File: config.mk
export PLATFORM = sky130hd
export DESIGN_NAME = wireless_client_tracker_top
export DESIGN_NICKNAME = d
export VERILOG_FILES = /design/src/rtl/core/wct_pkg.sv /design/src/rtl/core/wct_front.sv /design/src/rtl/core/wct_fifo.sv /design/src/rtl/core/wct_back.sv /design/src/rtl/core/wireless_client_tracker_top.sv
export VERILOG_INCLUDE_DIRS = /design/src /design/src/rtl/core
export SDC_FILE = /design/constraint.sdc
export NUM_CORES = 2
export LEC_CHECK = 0
export BUFFER_PORTS_ARGS = -buffer_cell sky130_fd_sc_hd__buf_2
export CAP_MARGIN = 10
export CORE_UTILIZATION = 45
export CTS_CLUSTER_SIZE = 12
export DETAILED_ROUTE_END_ITERATION = 12
export SETUP_SLACK_MARGIN = 0.4
export SLEW_MARGIN = 20
export SYNTH_ARGS = -nofsm -noshare
export SYNTH_HDL_FRONTEND = slang
export SYNTH_HIERARCHICAL = 1
export SYNTH_SLANG_ARGS = --single-unit
File: constraint.sdc
create_clock -name clk -period 10.7 [get_ports clk]
set_input_delay 0.535 -clock clk [delete_from_list [all_inputs] [get_ports clk]]
set_output_delay 0.535 -clock clk [all_outputs]
set_load 0.05 [all_outputs]
File: src/rtl/core/wireless_client_tracker_top_macros.svh
// Assertion macros for the tracker RTL.
// Needs nothing; included inside module bodies.
`ifndef WIRELESS_CLIENT_TRACKER_TOP_MACROS_SVH
`define WIRELESS_CLIENT_TRACKER_TOP_MACROS_SVH

// same-cycle implication
`define WCT_ASSERT_IMP(label, clk, rst_n, ante, cons) \
	label: assert property (@(posedge clk) disable iff (!rst_n) (ante) |-> (cons)) \
		else $error("wct assertion failed");

// next-cycle implication
`define WCT_ASSERT_NXT(label, clk, rst_n, ante, cons) \
	label: assert property (@(posedge clk) disable iff (!rst_n) (ante) |=> (cons)) \
		else $error("wct assertion failed");

`endif

File: src/rtl/core/wct_pkg.sv
// Package for the wireless client tracker: codes, constants, queue beat type.
// No dependencies.
`timescale 1ns / 1ps
package wct_pkg;

	localparam int WCT_CLIENT_SLOTS = 20;
	localparam int PADDR_W = 4;
	localparam logic [PADDR_W-1:0] ADDR_AP_ADDR = 4'h0;
	localparam logic [PADDR_W-1:0] ADDR_MAX_LEN = 4'h8;

	localparam logic [11:0] MAX_LEN_RESET = 12'd2324;
	localparam logic [7:0] STRENGTH_RESET = 8'h9D;  // -99 dBm
	localparam logic [15:0] PACKETS_MAX = 16'hFFFF;
	localparam int GROUP_BIT = 40;

	typedef enum logic [2:0] {
		ST_TOO_LONG  = 3'd0,
		ST_FOREIGN   = 3'd1,
		ST_UPDATED   = 3'd2,
		ST_ADDED     = 3'd3,
		ST_EVICTED   = 3'd4,
		ST_AP_GROUP  = 3'd5,
		ST_READ      = 3'd6
	} status_t;

	typedef enum logic [2:0] {
		CLS_READ,
		CLS_LONG,
		CLS_FOREIGN,
		CLS_AP_GROUP,
		CLS_TRACK_RX,
		CLS_TRACK_TX
	} cls_t;

	typedef struct packed {
		cls_t        cls;
		logic [47:0] key;
		logic [7:0]  key_str;
		logic [7:0]  ap_str;
		logic [31:0] now;
		logic [4:0]  rslot;
	} item_t;

	typedef struct packed {
		logic [47:0] addr;
		logic [7:0]  strength;
		logic [15:0] packets;
		logic [31:0] last_seen;
	} entry_t;

	typedef enum logic [2:0] {
		S_IDLE,
		S_DISPATCH,
		S_SCAN,
		S_DRAIN,
		S_FETCH,
		S_COMMIT,
		S_RDWAIT
	} bstate_t;

endpackage

File: src/rtl/core/wct_front.sv
// Front end: configuration registers and classification of each accepted beat.
// Depends on wct_pkg.
`timescale 1ns / 1ps
module wct_front (
	input  logic                        clk,
	input  logic                        arst_n,
	input  logic                        psel,
	input  logic                        penable,
	input  logic                        pwrite,
	input  logic [wct_pkg::PADDR_W-1:0] paddr,
	input  logic [63:0]                 pwdata,
	output logic [63:0]                 prdata,
	input  logic                        take,
	input  logic                        req_type,
	input  logic [47:0]                 transmitter_addr,
	input  logic [47:0]                 receiver_addr,
	input  logic [7:0]                  signal_strength,
	input  logic [11:0]                 frame_length,
	input  logic [31:0]                 now_ms,
	input  logic [4:0]                  read_slot,
	output logic                        push,
	output wct_pkg::item_t              item
);
	import wct_pkg::*;

	logic [47:0] ap_addr_q;
	logic [11:0] max_len_q;
	logic        wr_en;

	assign wr_en = psel && penable && pwrite;

	always_ff @(posedge clk or negedge arst_n) begin
		if (!arst_n) begin
			ap_addr_q <= '0;
			max_len_q <= MAX_LEN_RESET;
		end else if (wr_en) begin
			if (paddr == ADDR_AP_ADDR)
				ap_addr_q <= pwdata[47:0];
			if (paddr == ADDR_MAX_LEN)
				max_len_q <= pwdata[11:0];
		end
	end

	always_comb begin
		prdata = '0;
		if (paddr == ADDR_AP_ADDR)
			prdata = {16'd0, ap_addr_q};
		else if (paddr == ADDR_MAX_LEN)
			prdata = {52'd0, max_len_q};
	end

	assign push = take;

	always_comb begin
		item.key     = transmitter_addr;
		item.key_str = signal_strength;
		item.ap_str  = signal_strength;
		item.now     = now_ms;
		item.rslot   = read_slot;
		if (req_type)
			item.cls = CLS_READ;
		else if (frame_length > max_len_q)
			item.cls = CLS_LONG;
		else if (transmitter_addr != ap_addr_q && receiver_addr != ap_addr_q)
			item.cls = CLS_FOREIGN;
		else if (transmitter_addr == ap_addr_q) begin
			item.key     = receiver_addr;
			item.key_str = STRENGTH_RESET;
			item.cls     = receiver_addr[GROUP_BIT] ? CLS_AP_GROUP : CLS_TRACK_RX;
		end else
			item.cls = CLS_TRACK_TX;
	end

endmodule

File: src/rtl/core/wct_fifo.sv
// Two-entry queue between the classifier and the table engine.
// Depends on wct_pkg.
`timescale 1ns / 1ps
module wct_fifo (
	input  logic           clk,
	input  logic           arst_n,
	input  logic           push,
	input  wct_pkg::item_t wdata,
	input  logic           pop,
	output wct_pkg::item_t rdata,
	output logic           full,
	output logic           empty
);
	import wct_pkg::*;

	item_t      mem_q [2];
	logic       wp_q;
	logic       rp_q;
	logic [1:0] cnt_q;

	assign full  = cnt_q == 2'd2;
	assign empty = cnt_q == 2'd0;
	assign rdata = mem_q[rp_q];

	always_ff @(posedge clk) begin
		if (push && !full)
			mem_q[wp_q] <= wdata;
	end

	always_ff @(posedge clk or negedge arst_n) begin
		if (!arst_n) begin
			wp_q  <= 1'b0;
			rp_q  <= 1'b0;
			cnt_q <= 2'd0;
		end else begin
			if (push && !full)
				wp_q <= ~wp_q;
			if (pop && !empty)
				rp_q <= ~rp_q;
			cnt_q <= cnt_q + 2'((push && !full) ? 1 : 0) - 2'((pop && !empty) ? 1 : 0);
		end
	end

endmodule

File: src/rtl/core/wct_back.sv
// Table engine: walks the station table for match, free and oldest slot,
// then updates the entry and drives the result beat. Depends on wct_pkg.
`timescale 1ns / 1ps
module wct_back #(
	parameter int CLIENT_SLOTS = wct_pkg::WCT_CLIENT_SLOTS
) (
	input  logic           clk,
	input  logic           arst_n,
	input  logic           q_empty,
	input  wct_pkg::item_t q_head,
	output logic           q_pop,
	output logic           done,
	output logic [2:0]     status,
	output logic [4:0]     slot,
	output logic [4:0]     client_count,
	output logic [7:0]     ap_strength,
	output logic           entry_valid,
	output logic [47:0]    entry_addr,
	output logic [7:0]     entry_strength,
	output logic [15:0]    entry_packets,
	output logic [31:0]    entry_last_seen,
	output logic [31:0]    accepted_total
);
	import wct_pkg::*;
	`include "wireless_client_tracker_top_macros.svh"

	localparam int SW = (CLIENT_SLOTS > 1) ? $clog2(CLIENT_SLOTS) : 1;
	localparam int CW = $clog2(CLIENT_SLOTS + 1);
	localparam logic [SW-1:0] LAST = SW'(CLIENT_SLOTS - 1);

	entry_t  mem [CLIENT_SLOTS];
	entry_t  rdata_q;
	logic [SW-1:0] rd_addr;
	logic          wr_en;
	logic [SW-1:0] wr_addr;
	entry_t        wr_data;

	bstate_t state_q, state_d;
	item_t   cur_q;
	logic [CLIENT_SLOTS-1:0] valid_q;
	logic [CW-1:0] cnt_q;
	logic [7:0]    ap_q;
	logic [31:0]   acc_q;

	logic [SW-1:0] scan_q;
	logic          chk_vld_s1;
	logic [SW-1:0] chk_idx_s1;
	logic          hit_q, free_q;
	logic [SW-1:0] hit_idx_q, free_idx_q, old_idx_q;
	logic [31:0]   old_ts_q;

	logic          done_q;
	status_t       status_q;
	logic [SW-1:0] slot_q;
	logic [4:0]    rslot_out_q;
	logic          use_rslot_q;
	logic          ev_q;
	entry_t        eo_q;

	logic          rs_in;
	logic [SW-1:0] rs_idx;
	logic [SW-1:0] tgt;
	logic [15:0]   new_pk;
	status_t       trk_st;

	assign rs_in  = 32'(cur_q.rslot) < CLIENT_SLOTS;
	assign rs_idx = SW'(cur_q.rslot);

	always_ff @(posedge clk) begin
		if (wr_en)
			mem[wr_addr] <= wr_data;
		rdata_q <= mem[rd_addr];
	end

	always_comb begin
		state_d = state_q;
		q_pop   = 1'b0;
		rd_addr = scan_q;
		case (state_q)
			S_IDLE: begin
				if (!q_empty) begin
					q_pop   = 1'b1;
					state_d = S_DISPATCH;
				end
			end
			S_DISPATCH: begin
				case (cur_q.cls)
					CLS_READ: begin
						rd_addr = rs_in ? rs_idx : '0;
						state_d = S_RDWAIT;
					end
					CLS_TRACK_RX, CLS_TRACK_TX: state_d = S_SCAN;
					default: state_d = S_IDLE;
				endcase
			end
			S_SCAN: begin
				if (scan_q == LAST)
					state_d = S_DRAIN;
			end
			S_DRAIN: state_d = S_FETCH;
			S_FETCH: begin
				rd_addr = hit_idx_q;
				state_d = S_COMMIT;
			end
			S_COMMIT: state_d = S_IDLE;
			S_RDWAIT: state_d = S_IDLE;
			default: state_d = S_IDLE;
		endcase
	end

	always_comb begin
		if (hit_q) begin
			tgt    = hit_idx_q;
			trk_st = ST_UPDATED;
			new_pk = (rdata_q.packets == PACKETS_MAX) ? PACKETS_MAX : rdata_q.packets + 16'd1;
		end else if (free_q) begin
			tgt    = free_idx_q;
			trk_st = ST_ADDED;
			new_pk = 16'd1;
		end else begin
			tgt    = old_idx_q;
			trk_st = ST_EVICTED;
			new_pk = 16'd1;
		end
		wr_en   = state_q == S_COMMIT;
		wr_addr = tgt;
		wr_data = '{addr: cur_q.key, strength: cur_q.key_str, packets: new_pk,
			last_seen: cur_q.now};
	end

	always_ff @(posedge clk or negedge arst_n) begin
		if (!arst_n)
			state_q <= S_IDLE;
		else
			state_q <= state_d;
	end

	always_ff @(posedge clk or negedge arst_n) begin
		if (!arst_n) begin
			valid_q    <= '0;
			cnt_q      <= '0;
			ap_q       <= STRENGTH_RESET;
			acc_q      <= '0;
			done_q     <= 1'b0;
			chk_vld_s1 <= 1'b0;
		end else begin
			done_q     <= 1'b0;
			chk_vld_s1 <= state_q == S_SCAN;
			if (state_q == S_DISPATCH && cur_q.cls != CLS_READ
					&& cur_q.cls != CLS_TRACK_RX && cur_q.cls != CLS_TRACK_TX) begin
				done_q <= 1'b1;
				if (cur_q.cls == CLS_AP_GROUP)
					ap_q <= cur_q.ap_str;
			end
			if (state_q == S_RDWAIT)
				done_q <= 1'b1;
			if (state_q == S_COMMIT) begin
				done_q       <= 1'b1;
				acc_q        <= acc_q + 32'd1;
				valid_q[tgt] <= 1'b1;
				if (!hit_q && free_q)
					cnt_q <= cnt_q + CW'(1);
				if (cur_q.cls == CLS_TRACK_RX)
					ap_q <= cur_q.ap_str;
			end
		end
	end

	always_ff @(posedge clk) begin
		if (state_q == S_IDLE)
			cur_q <= q_head;
		chk_idx_s1 <= scan_q;
		if (state_q == S_DISPATCH) begin
			scan_q <= '0;
			hit_q  <= 1'b0;
			free_q <= 1'b0;
		end else if (state_q == S_SCAN && scan_q != LAST)
			scan_q <= scan_q + SW'(1);
		if (chk_vld_s1) begin
			if (valid_q[chk_idx_s1] && rdata_q.addr == cur_q.key && !hit_q) begin
				hit_q     <= 1'b1;
				hit_idx_q <= chk_idx_s1;
			end
			if (!valid_q[chk_idx_s1] && !free_q) begin
				free_q     <= 1'b1;
				free_idx_q <= chk_idx_s1;
			end
			if (chk_idx_s1 == '0 || rdata_q.last_seen < old_ts_q) begin
				old_idx_q <= chk_idx_s1;
				old_ts_q  <= rdata_q.last_seen;
			end
		end
		case (state_q)
			S_DISPATCH: begin
				use_rslot_q <= 1'b0;
				ev_q        <= 1'b0;
				slot_q      <= '0;
				eo_q        <= '0;
				rslot_out_q <= cur_q.rslot;
				case (cur_q.cls)
					CLS_LONG:     status_q <= ST_TOO_LONG;
					CLS_FOREIGN:  status_q <= ST_FOREIGN;
					CLS_AP_GROUP: status_q <= ST_AP_GROUP;
					default:      status_q <= ST_READ;
				endcase
			end
			S_RDWAIT: begin
				use_rslot_q <= 1'b1;
				status_q    <= ST_READ;
				ev_q        <= rs_in && valid_q[rs_idx];
				eo_q        <= (rs_in && valid_q[rs_idx]) ? rdata_q : '0;
			end
			S_COMMIT: begin
				status_q <= trk_st;
				slot_q   <= tgt;
				ev_q     <= 1'b1;
				eo_q     <= wr_data;
			end
			default: ;
		endcase
	end

	assign done            = done_q;
	assign status          = status_q;
	assign slot            = use_rslot_q ? rslot_out_q : 5'(slot_q);
	assign client_count    = 5'(cnt_q);
	assign ap_strength     = ap_q;
	assign entry_valid     = ev_q;
	assign entry_addr      = eo_q.addr;
	assign entry_strength  = eo_q.strength;
	assign entry_packets   = eo_q.packets;
	assign entry_last_seen = eo_q.last_seen;
	assign accepted_total  = acc_q;

	`WCT_ASSERT_IMP(a_done_idle, clk, arst_n, done_q, state_q == S_IDLE)
	`WCT_ASSERT_IMP(a_cnt_match, clk, arst_n, 1'b1, 32'(cnt_q) == $countones(valid_q))
	`WCT_ASSERT_NXT(a_commit_done, clk, arst_n, state_q == S_COMMIT, done_q && ev_q)

endmodule

File: src/rtl/core/wireless_client_tracker_top.sv
// Wireless client tracker top level: LRU station table for one access point.
// Depends on wct_pkg, wct_front, wct_fifo, wct_back.
//
// Use: pulse start with the item fields while busy is low; the beat is taken
// at that edge. Frame events (req_type 0) are filtered against the access
// point address and frame length limit, then tracked in the station table;
// reads (req_type 1) report one slot. Every item yields one result beat,
// flagged by done for a single cycle, in item order. The receiver cannot stall.
// A two-entry queue sits between the classifier and the table engine; busy is
// high while it is full.
// Tracked frames walk the table memory, one read per cycle, for match, free
// and oldest slot. The engine works on one item at a time: it pops the next
// item from the queue only once it is back in idle after the current item.
// Reset clears all slot valid bits, the accepted counter, and sets the AP
// strength to -99 dBm. Configure through the APB port only while idle:
// offset 0x0 access point address, offset 0x8 maximum frame length.
`timescale 1ns / 1ps
module wireless_client_tracker_top #(
	parameter int CLIENT_SLOTS = wct_pkg::WCT_CLIENT_SLOTS
) (
	input  logic                        clk,
	input  logic                        arst_n,
	input  logic                        psel,
	input  logic                        penable,
	input  logic                        pwrite,
	input  logic [wct_pkg::PADDR_W-1:0] paddr,
	input  logic [63:0]                 pwdata,
	output logic [63:0]                 prdata,
	output logic                        pready,
	input  logic                        start,
	output logic                        busy,
	input  logic                        req_type,
	input  logic [47:0]                 transmitter_addr,
	input  logic [47:0]                 receiver_addr,
	input  logic signed [7:0]           signal_strength,
	input  logic [11:0]                 frame_length,
	input  logic [31:0]                 now_ms,
	input  logic [4:0]                  read_slot,
	output logic                        done,
	output logic [2:0]                  status,
	output logic [4:0]                  slot,
	output logic [4:0]                  client_count,
	output logic signed [7:0]           ap_strength,
	output logic                        entry_valid,
	output logic [47:0]                 entry_addr,
	output logic signed [7:0]           entry_strength,
	output logic [15:0]                 entry_packets,
	output logic [31:0]                 entry_last_seen,
	output logic [31:0]                 accepted_total
);
	import wct_pkg::*;

	logic  push, pop, full, empty;
	item_t fr_item, hd_item;

	assign pready = 1'b1;
	assign busy   = full;

	wct_front u_front (
		.clk, .arst_n, .psel, .penable, .pwrite, .paddr, .pwdata, .prdata,
		.take(start && !full), .req_type, .transmitter_addr, .receiver_addr,
		.signal_strength, .frame_length, .now_ms, .read_slot,
		.push, .item(fr_item)
	);

	wct_fifo u_fifo (
		.clk, .arst_n, .push, .wdata(fr_item), .pop, .rdata(hd_item), .full, .empty
	);

	wct_back #(.CLIENT_SLOTS(CLIENT_SLOTS)) u_back (
		.clk, .arst_n, .q_empty(empty), .q_head(hd_item), .q_pop(pop),
		.done, .status, .slot, .client_count, .ap_strength, .entry_valid,
		.entry_addr, .entry_strength, .entry_packets, .entry_last_seen,
		.accepted_total
	);

endmodule
Word level (Yosys, flattened, before mapping)
Memories as Yosys holds them, arrays and structs flattened. A register that Yosys moved wholly into a read port is not among the register bits.
Index checks and enable logic that the tools add are counted.
{"block": "op_classes", "addsub": 6, "magnitude_cmp": 7, "eq_ne": 24, "muxes": 59, "bitwise_logic": 3, "n_reduce_logical": 39}
{"op": "104-bit case mux with 3 select lines", "count": 1}
{"op": "56-bit two-way mux", "count": 4}
{"op": "104-bit two-way mux", "count": 1}
{"op": "48-bit equality test", "count": 2}
{"op": "48-bit != test", "count": 2}
{"op": "64-bit two-way mux", "count": 1}
{"op": "32-bit by 1-bit adder with 32-bit output, second input constant", "count": 1}
{"op": "32-bit < comparator", "count": 1}
{"op": "16-bit two-way mux", "count": 2}
{"op": "8-bit two-way mux", "count": 4}
{"op": "3-bit two-way mux", "count": 9}
{"op": "5-bit two-way mux", "count": 5}
{"op": "1-bit two-way mux", "count": 20}
{"op": "20-bit OR", "count": 1}
{"op": "5-bit case mux with 2 select lines", "count": 2}
{"op": "5-bit by 6-bit < comparator with 1-bit output, second input constant", "count": 3}
{"op": "3-bit case mux with 3 select lines", "count": 2}
{"op": "16-bit by 1-bit adder with 16-bit output, second input constant", "count": 1}
{"op": "16-bit equality test, second input constant", "count": 1}
{"op": "1-bit logical AND", "count": 16}
{"op": "3-bit equality test, second input constant", "count": 5}
{"op": "3-bit case mux with 5 select lines", "count": 1}
{"op": "2-bit AND reduction", "count": 7}
{"op": "3-bit by 2-bit equality test with 1-bit output, second input constant", "count": 4}
{"op": "30 further kinds", "count": 42}
{"block": "totals", "regBits": 312, "mem_bits_rw": 2288, "output_inout_bits": 225, "wordCells": 169, "memories": 2}
{"name": "u_back.mem", "depth": 20, "word_bits": 104, "read_ports": 1, "rd_clocked_by_memory_dff": 1, "write_ports": 1, "line_no": "wct_back.sv:31", "text": "entry_t mem [CLIENT_SLOTS];"}
{"name": "u_fifo.mem_q", "depth": 2, "word_bits": 104, "read_ports": 1, "rd_clocked_by_memory_dff": 1, "write_ports": 1, "line_no": "wct_fifo.sv:16", "text": "item_t mem_q [2];"}

Logic depth before layout (Yosys ltp)
{"block": "depth", "depth_word": 7, "ltp_mapped": 14, "ltp_nobuf": 9}

Hierarchy
Netlist, hierarchy kept.
{"module": "wct_back", "instances": 1, "cells_per_inst": 6078, "area_each_um2": 97046.8, "seq_area_each_um2": 74647.8}
{"module": "wct_fifo", "instances": 1, "cells_per_inst": 342, "area_each_um2": 7953.9, "seq_area_each_um2": 6346.1}
{"module": "wct_front", "instances": 1, "cells_per_inst": 500, "area_each_um2": 5128.7, "seq_area_each_um2": 1506.4}
{"module": "wireless_client_tracker_top", "instances": 1, "cells_per_inst": 3, "area_each_um2": 25.0, "seq_area_each_um2": 0.0}

Least setup slack after synthesis
No wires, ideal clock.
{"block": "synth_timing", "path_kind": "flip-flop to flip-flop", "start": "register u_back.state_q[0]", "end": "register u_back.state_q[0]", "setup_time_ns": 0.484, "t_arrival_ns": 8.608, "t_required_ns": 10.216, "setup_slack_ns": 1.607, "path_stages_with_launch": 4, "path_buffers": 1, "period_less_slack_ns": 9.093, "cell_sequence": "dfrtp_1 > buf_2 > nor3_1 > a2111oi_0"}
{"block": "synth_between", "elab_chain_cells": 3, "elab_cells_between_ends": 9, "classes_between": "6 x eq/ne; 1 x mux; 2 x reduce/logical"}
{"item": "start: declaration", "line_no": "wct_back.sv:38", "text": "bstate_t state_q, state_d;"}
{"item": "start signal: assignment", "line_no": "wct_back.sv:135", "text": "state_q <= state_d;"}
{"item": "3-bit by 2-bit equality test with 1-bit output or 3-bit logical NOT (tied branches)", "line_no": "wct_back.sv:79", "text": "case (state_q)"}
{"item": "2-bit by 1-bit != test with 1-bit output (no line) or 2-bit != test (tied branches)"}
{"item": "2-bit AND reduction (no line)"}
Several ways; a longest one is shown, not always the timed one.
A chain may end at the register's enable or synchronous reset.

Final worst setup path
{"block": "layout_timing", "start": "register u_back.state_q[0]", "end": "register, netlist name u_back/rdata_q[21]"}
{"block": "layout_between", "elab_chain_cells": 2, "elab_cells_between_ends": 3, "classes_between": "2 x eq/ne; 1 x mux"}
{"item": "3-bit equality test or 3-bit by 1-bit equality test with 1-bit output (tied branches)", "line_no": "wct_back.sv:79"}
{"item": "5-bit case mux with 2 select lines (*)", "line_no": "wct_back.sv:79"}
Every way passes the cells marked *; elsewhere a longest branch is shown, timed or not.

==> impl_metrics.ini <==
[power]
power_frac_seq_pct = 44.6
combPwrFrac_pct = 27.5
powerDensity_mw_per_mm2 = 279
total_power_w = 0.0353
p_leak_nw = 45.4
netSwitchingFraction_pct = 34.6
p_clk_share_pct = 27.9
p_switching_w = 0.0122
p_int_w = 0.0231
vdd_drop_max_uv = 476

[logic_synthesis]
netlist_area_mm2 = 0.110
yosysMostFrequentCell = edfxtp_1
syn_avg_cell_area_um2 = 15.9
synth-seq-area-share_pct = 74.9
ys.flop_type = edfxtp_1
synth_top_area_share_pct = 69.7
ys_top_cells_by_count = edfxtp_1, nand2_1, nand3_1
synth.area.top_cells = edfxtp_1, nand2_1, dfrtp_1, mux2i_1, mux4_2
syn_inst = 6923
synth_edf_count = 2558
ys_ff_latch = 2808
yosysWarnings = 6
yosys.area.top_type = edfxtp_1
ys_types = 83
synthArstFlopShare_pct = 4.77

[floorplanning]
die_w_um = 497
fp.dieH_um = 497
row_count = 181
ioPinCount = 453
core_mm2 = 0.243
start_util_pct = 45.3
design.die.area_mm2 = 0.247

[worst_setup_path]
setup.worst_path.end_class = register
cp_max_fo = 48
cp.arrival_ns = 6.59
start_kind = register
worstPathRequired_ns = 11.51
critPathKind = register to register
worst-r2r-cell-count = 11

[global_routing]
grt_pass1_vias = 62300
globalRouteTotalUtil_pct = 24.8
antenna_found_initial = 25
grt_max_degree = 181
grt_first_pass_wirelength_um = 440000
gr-total-overflow = 0

[cts]
path_clk_slew_ns = 0.06
post_cts_resized = 0
cts-root-buf = clkbuf_16
numCtsBuffers = 309
cts_setup_buffers = 0
clk_latency_ns = 0.94
cts_max_level = 5
cts_buffer_depth = 4
tritoncts = yes
holdBufCountCts = 175
cts_sinks = 2808

[timing]
fin_hold_ws_ns = 0.0521
finalSetupViolCount = 0
slew_headroom_pct = 17.9
fin_crit_sh_pct = 54.0
worst_pin_slew_ns = 1.23
slew_viol_final = 0
setup-tns-final_ns = 0
hold_viol = 0
fin_crit_ns = 5.78
timing.fmax_mhz = 173
finalClockSkew_ns = 0.0720
rsz0062_at_grt = false

[cells_and_area]
fin_nets = 7789
drive_above_1_share_pct = 17.4
syn_to_final_growth_pct = 14.8
fill_cells = 19800

[worst_hold_path]
holdPathStages = 2
hold_class = primary input to register

[route]
ant_nets = 0
first_iter_violations = 6686
wire_per_inst_um = 28.3
num_vias = 64200
drtPass1Iterations = 8
drt-total-wl_um = 310000
drc = 0
viasPerCell = 5.87

[placement]
place_congestion = 0.897
hpwlAfterDp_um = 162000
port_buffers = 419

[run]
drv_cap = 0

[outcome]
status = completed
stage by stage:
step | setup slack (ns) | utilization (%) | area [µm²] | instances
after floorplan | 1.61 | - | 110000 | 6938
after global placement | 5.14 | 47.4 | 115000 | 10200
after detailed placement | 5.11 | 47.4 | 115000 | 10200
after CTS | 5.06 | 52.0 | 126000 | 10900
after global routing | 4.84 | 52.0 | 126000 | 10900
final | 4.92 | 52.0 | 126000 | 10900
area by class of cell:
cell class,instances,area [µm²],share of cell area [%]
sequential,2808,82500,65.3
multi-input combinational,3581,25200,20.0
clock buffer,467,8700,6.88
timing repair buffer,717,5050,4.00
tap,3202,4010,3.17
clock inverter,70,556,0.439
inverter,95,357,0.282
antenna,8,20.0,0.0158
per-layer routing:
metal,vias up,track usage [%],share of wire [%]
met5,-,0,0.0087
li1,27600,-,-
met1,33100,35.4,42
met2,3043,38.8,46
met3,454,4.70,8.6
met4,4,7.36,2.8
sequential cells by signal (all words and copies together), names as in the netlist, 5 cells and up:
signal and flops:
u_back/cur_q 99, u_back/scan_q 5, u_back/entry_last_seen 32, u_front/max_len_q 12
u_back/entry_packets 16, u_back/rslot_out_q 5, u_back/hit_idx_q 5, u_back/entry_strength 8
u_back/rs_idx 5, u_back/chk_idx_s1 5, u_back/free_idx_q 5, u_back/ap_strength 8
u_back/rdata_q 104, u_back/old_idx_q 5, u_back/entry_addr 48, u_back/mem 2080
u_back/valid_q 20, u_fifo/mem_q 208, u_back/old_ts_q 32, u_back/client_count 5
u_front/ap_addr_q 48, u_back/accepted_total 32, u_back/slot_q 5
final timing paths:
path,slack [ns],startpoint,to
worst max-delay path,4.92,u_back/state_q[0]$_DFFE_PN0P_,u_back/rdata_q[21]$_DFF_P_
worst min-delay path,0.05,transmitter_addr[40],u_fifo/mem_q[1][93]$_DFFE_PP_
worst max register to register,4.92,u_back/state_q[0]$_DFFE_PN0P_,u_back/rdata_q[21]$_DFF_P_
worst min register to register,0.42,u_back/scan_q[1]$_SDFFE_PP0P_,u_back/chk_idx_s1[1]$_DFF_P_
max in group asynchronous,9.10,arst_n,u_front/ap_addr_q[35]$_DFFE_PN0P_
min in group asynchronous,0.18,arst_n,u_back/accepted_total[29]$_DFFE_PN0P_
critical path: stages (launching register included):
cell	delay, ns
dfrtp_1	0.63
or3b_1	0.54
inv_2	0.22
buf_4	0.66
a21oi_2	0.23
a221o_4	0.55
buf_4	0.38
nor2_4	0.97
buf_4	0.82
a221o_1	0.28
o211ai_1	0.13
nand3_1	0.11
cells in the final DEF (no fill, tap or decap), types with 101 or more instances in the layout:
cell,instances
a31oi_1,109
edfxtp_1,2558
a21oi_1,122
dfxtp_1,115
nand2_1,1156
mux2_2,163
nand3_1,401
clkbuf_16,315
mux2i_1,298
dlygate4sd3_1,175
clkbuf_1,127
mux4_2,113
a22o_1,110
buf_2,418
buf_4,101
dfrtp_1,124
o211ai_1,104
power by group through the flow:
stage               clock (W)  combinational, W  sequential (W)
finish                0.00987           0.00970          0.0157
global route           0.0104            0.0103          0.0159
CTS                    0.0100           0.00968          0.0157
detailed placement          0           0.00960          0.0159
global placement            0           0.00952          0.0158
floorplan                   0           0.00604          0.0161
logic make-up after synthesis:
kind of cell	synth area share [%]
flip-flops	74.9
AND/OR/NAND/NOR	7.36
AO/OA/AOI/OAI	5.70
multiplexers	7.40
buffers and inverters	2.57
XOR/XNOR	1.52
adder cells (fa/ha/maj)	0.557
other	0.00682
Note: power is estimated with default switching activity, not from simulation.
